==> src/sv/dik_pkg.sv <==
`timescale 1ns / 1ps
`default_nettype none
// ----------------------------------------------------------------------------
// dik_pkg
// shared widths, register indexes and command/status types
// ----------------------------------------------------------------------------
package dik_pkg;
  localparam int PosW   = 32;
  localparam int CfgW   = 64;
  localparam int IdxW   = 3;
  localparam int MagW   = 33;            // |a - b| of two 32-bit values
  localparam int SqW    = 66;            // square of a magnitude
  localparam int RadW   = 64;            // radicand width, even
  localparam int RootW  = RadW / 2;
  localparam int HalfW  = 17;            // multiplier operand half width
  localparam int SqStepW = 3;

  typedef enum logic [IdxW-1:0] {
    REG_T0_XY = 3'd0,
    REG_T1_XY = 3'd1,
    REG_T2_XY = 3'd2,
    REG_T0_HR = 3'd3,
    REG_T1_HR = 3'd4,
    REG_T2_HR = 3'd5
  } reg_idx_e;

  // controller to datapath
  typedef struct packed {
    logic       load;      // latch target, select tower 0
    logic       setup;     // form magnitudes of current tower
    logic       sq_step;   // one partial product step
    logic       rad;       // form radicand and reach flag
    logic       root_init;
    logic       root_step;
    logic       finish;    // final add and saturate, next tower
    logic [1:0] tower;
  } dp_cmd_t;

  // datapath to controller
  typedef struct packed {
    logic sq_done;
    logic root_done;
  } dp_sts_t;
endpackage
`default_nettype wire

==> src/sv/dik_ctrl.sv <==
`timescale 1ns / 1ps
`default_nettype none
// ----------------------------------------------------------------------------
// dik_ctrl
// sequencer over three towers: setup, square, radicand, root, finish
// ----------------------------------------------------------------------------
module dik_ctrl import dik_pkg::*; (
  input  wire logic    clk_i,
  input  wire logic    rst_ni,
  input  wire logic    in_valid_i,
  output logic         in_ready_o,
  output logic         out_valid_o,
  input  wire logic    out_ready_i,
  input  wire dp_sts_t sts_i,
  output dp_cmd_t      cmd_o
);
  typedef enum logic [7:0] {
    S_IDLE  = 8'b0000_0001,
    S_SETUP = 8'b0000_0010,
    S_SQ    = 8'b0000_0100,
    S_RAD   = 8'b0000_1000,
    S_RINIT = 8'b0001_0000,
    S_ROOT  = 8'b0010_0000,
    S_FIN   = 8'b0100_0000,
    S_OUT   = 8'b1000_0000
  } state_e;

  state_e state_q, state_d;
  logic [1:0] tower_q, tower_d;
  logic [2:0] step_q, step_d;

  assign in_ready_o  = (state_q == S_IDLE);
  assign out_valid_o = (state_q == S_OUT);

  // next state and commands
  always_comb begin
    state_d = state_q;
    tower_d = tower_q;
    step_d  = step_q;
    cmd_o   = '0;
    cmd_o.tower = tower_q;
    unique case (state_q)
      S_IDLE: begin
        if (in_valid_i) begin
          cmd_o.load = 1'b1;
          tower_d = 2'd0;
          state_d = S_SETUP;
        end
      end
      S_SETUP: begin
        cmd_o.setup = 1'b1;
        step_d  = '0;
        state_d = S_SQ;
      end
      S_SQ: begin
        if (step_q < 3'd4) begin
          cmd_o.sq_step = 1'b1;
          step_d = step_q + 1'b1;
        end
        if (sts_i.sq_done) state_d = S_RAD;
      end
      S_RAD: begin
        cmd_o.rad = 1'b1;
        state_d = S_RINIT;
      end
      S_RINIT: begin
        cmd_o.root_init = 1'b1;
        state_d = S_ROOT;
      end
      S_ROOT: begin
        if (sts_i.root_done) state_d = S_FIN;
        else cmd_o.root_step = 1'b1;
      end
      S_FIN: begin
        cmd_o.finish = 1'b1;
        if (tower_q == 2'd2) begin
          state_d = S_OUT;
        end else begin
          tower_d = tower_q + 1'b1;
          state_d = S_SETUP;
        end
      end
      S_OUT: begin
        if (out_ready_i) state_d = S_IDLE;
      end
      default: state_d = S_IDLE;
    endcase
  end

  always_ff @(posedge clk_i or negedge rst_ni) begin
    if (!rst_ni) begin
      state_q <= S_IDLE;
      tower_q <= '0;
      step_q  <= '0;
    end else begin
      state_q <= state_d;
      tower_q <= tower_d;
      step_q  <= step_d;
    end
  end
endmodule
`default_nettype wire

==> config.mk <==
export PLATFORM = sky130hd
export DESIGN_NAME = dik_ctrl
export DESIGN_NICKNAME = d
export VERILOG_FILES = /design/src/sv/dik_pkg.sv /design/src/sv/dik_ctrl.sv
export SDC_FILE = /design/constraint.sdc
export NUM_CORES = 1
export LEC_CHECK = 0
export BUFFER_PORTS_ARGS = -buffer_cell sky130_fd_sc_hd__buf_2
export CAP_MARGIN = 20
export CORE_MARGIN = 10
export CORE_UTILIZATION = 55
export CTS_BUF_LIST = sky130_fd_sc_hd__clkbuf_8
export DETAILED_ROUTE_END_ITERATION = 8
export PLACE_DENSITY = 0.87
export SLEW_MARGIN = 30
export SYNTH_ARGS = -nofsm -noshare
export SYNTH_HDL_FRONTEND = slang
export SYNTH_SLANG_ARGS = --single-unit
export TNS_END_PERCENT = 30
==> constraint.sdc <==
create_clock -name clk_i -period 2.38 [get_ports clk_i]
set_input_delay 0.357 -clock clk_i [delete_from_list [all_inputs] [get_ports clk_i]]
set_output_delay 0.357 -clock clk_i [all_outputs]
set_load 0.005 [all_outputs]
==> impl_metrics.csv <==
group,metric,value,unit
synthesis,ys.flop_type,"dfrtp_1",
sta,finalHoldViolCount,12,
clock_tree,postCtsSetupRepairBufs,0,
clock_tree,insertion_delay,0.24,ns
power_and_ir_drop,p_per_area,879,nW/um^2
worst_setup_path,regToRegEndpoint,"step_q[0]",
worst_setup_path,cp.arrival,1.73,ns
power_and_ir_drop,p_seq_frac,0.404,
sta,finalHoldWorstSlack,-0.00644,ns
cells_and_area,area_delta_synth_final,19.6,%
cells_and_area,drive_gt1_frac,0.297,
synthesis,ys_types,30,
floorplan,io_pins,17,
power_and_ir_drop,netSwitchingFraction,0.341,
power_and_ir_drop,p_int,508,uW
sta,timing.final.ws_setup,0.289,ns
cells_and_area,nNetsFinal,100,
floorplan,coreArea,1280,sq um
routing,num_vias,582,
power_and_ir_drop,clkPwrFrac,0.246,
worst_setup_path,r2r_start,"state_q[5]",
global_route,grt_pass1_vias,632,
sta,drv_slew,0,
synthesis,avgSynthCellArea,10.3,sq um
worst_setup_path,crit_required,2.02,ns
global_route,grt_pass1_wl,2.73,mm
power_and_ir_drop,irDropWorstVdd,0.611,mV
sta,rsz0062_at_grt,"false",
routing,dr.pass1.iters,4,
floorplan,die_x,56.5,um
clock_tree,clock_sinks,13,
sta,finalCriticalPeriod,2.09,ns
placed_design,io_buffers,16,
cells_and_area,antennaDiodeCount,0,
clock_tree,clk_pin_slew,0.06,ns
synthesis,synth_cells,71,
sta,fin_setup_tns,0,ns
routing,wl_per_cell,15.2,um
floorplan,num_rows,13,
routing,totalWireLength,1.61,mm
placed_design,gp_congestion,0.705,
sta,finalClockSkew,0.00161,ns
synthesis,ys_seq_elements,13,
power_and_ir_drop,p_leak,0.000506,uW
clock_tree,cts_buffer_depth,2,
status,status,"complete, but fails checks",
job,timing.max_cap.violations,0,
synthesis,synth_area,733,sq um
worst_setup_path,endpoint_kind,"output port",
power_and_ir_drop,finalPower,771,uW
power_and_ir_drop,p_switching,263,uW
sta,tightestPinTransition,0.352,ns
status,violations,"hold timing",
placed_design,hpwl,1.22,mm
global_route,grt_usage,0.104,
clock_tree,h-tree-depth,1,
sta,max_freq,478,MHz
synthesis,yosysSeqAreaShare,0.445,
cells_and_area,layout_commonest_cell,"buf_2",
clock_tree,cts_buffers,3,
power_and_ir_drop,pwr-share-comb,0.349,
placed_design,place_ws,0.546,ns
clock_tree,tritoncts,"done",
routing,post-route-drc-count,0,
hold_path,hp-class,"in -> async",
sta,period_share,0.879,
global_route,antenna_found_initial,0,
worst_setup_path,worstSetupPathType,"reg -> out",
synthesis,yosys_warnings,0,
routing,drt_iter0_drc,12,
synthesis,synth_nets,79,
routing,via_per_inst,5.49,
global_route,grt_max_degree,14,
worst_setup_path,r2r_cells,4,
synthesis,synth-async-reset-ratio,1.00,
floorplan,die-area,3190,sq um
clock_tree,ctsResizeCount,0,
global_route,grt-ovfl-total,0,
clock_tree,cts_hold_buffers,0,
sta,setup_viol,0,
cells_and_area,nFillCells,110,
sta,slew-limit-headroom,0.763,
floorplan,fp.dieH,56.5,um
routing,ant_nets,0,
clock_tree,clockRootBuffer,"clkbuf_8",
synthesis,synth_edf_count,0,
worst_setup_path,crit_path_start_kind,"flop",
worst_setup_path,r2r_slack,0.71,ns
worst_setup_path,cp_max_fo,6,
floorplan,initial_utilization,0.571,
cells_and_area,final_cell_mix,"buf_2, dfrtp_1, inv_1",
-- flip-flops by register name, indices dropped and copies added, names as in the netlist --
name	count
step_q	3
state_q	8
tower_q	2
-- critical path, stage by stage (launching register included) --
cell and delay (ns):
dfrtp_1 0.45, nor4_4 0.42, nand4b_1 0.23, nor2_2 0.23, buf_2 0.15
-- synth_stat cells, drive strengths merged (2+ instances only) --
master,instances,area share
dfrtp,12,0.41
nor2,9,0.049
inv,8,0.041
nand2,5,0.026
and3,3,0.026
mux2i,3,0.046
nand4b,3,0.044
nor3b,3,0.038
xor2,3,0.036
a21oi,2,0.014
and4b,2,0.027
ha,2,0.034
nor2b,2,0.017
nor4,2,0.046
o22ai,2,0.017
-- power groups by stage --
stage	Clock, uW	Sequential, uW	Combinational [uW]
floorplan	0	304	196
global placement	0	308	254
detailed placement	0	313	267
CTS	188	311	272
global route	207	318	299
finish	190	312	269
-- metrics by stage --
step | util | cell area (sq um) | hold slack [ns] | std cells
after floorplan | - | 733 | 0.0614 | 71
after global placement | 0.648 | 832 | 0.256 | 102
after detailed placement | 0.648 | 832 | 0.256 | 102
after CTS | 0.683 | 877 | 0.00812 | 106
after global routing | 0.683 | 877 | 0.00949 | 106
final | 0.683 | 877 | -0.00644 | 106
-- logic make-up (layout without fill, tap and decap cells) --
logic type,after synthesis,count (layout),share of synthesized area
and+or+nand+nor,32,32,0.300
DFF,13,13,0.445
AOI/OAI and AO/OA,10,10,0.0973
buffers and inverters,8,28,0.0410
xor gates and xnor gates,3,3,0.0358
muxes,3,3,0.0461
adders and majority gates,2,2,0.0341
-- worst max-delay path by stage --
stage / start / to / slack [ns]
after global placement: state_q[5] / cmd_o[6] / 0.57
after floorplan: state_q[5] / cmd_o[6] / 0.83
after CTS: state_q[5] / cmd_o[6] / 0.28
final: state_q[5] / cmd_o[6] / 0.29
after global routing: state_q[5] / cmd_o[6] / 0.16
after detailed placement: state_q[5] / cmd_o[6] / 0.55
-- metal layers --
layer / part of all wire / global-route usage / vias to the layer above / wire length, um
met5: 0 / 0 / - / 0
met4: 0.0068 / 0.0412 / 0 / 11
met3: 0.032 / 0.0404 / 2 / 52
met2: 0.52 / 0.180 / 10 / 828
met1: 0.44 / 0.109 / 280 / 714
li1: - / - / 290 / -
-- layout make-up --
class	instances	area, sq um	share of cell area
Multi-Input combinational cell	50	377	0.429
Tap cell	15	18.8	0.0214
Clock buffer	3	41.3	0.0471
Inverter	8	30.0	0.0342
Clock inverter	1	3.75	0.00428
Timing Repair Buffer	16	80.1	0.0913
Sequential cell	13	327	0.372
Power figures use the tool's default switching activity.
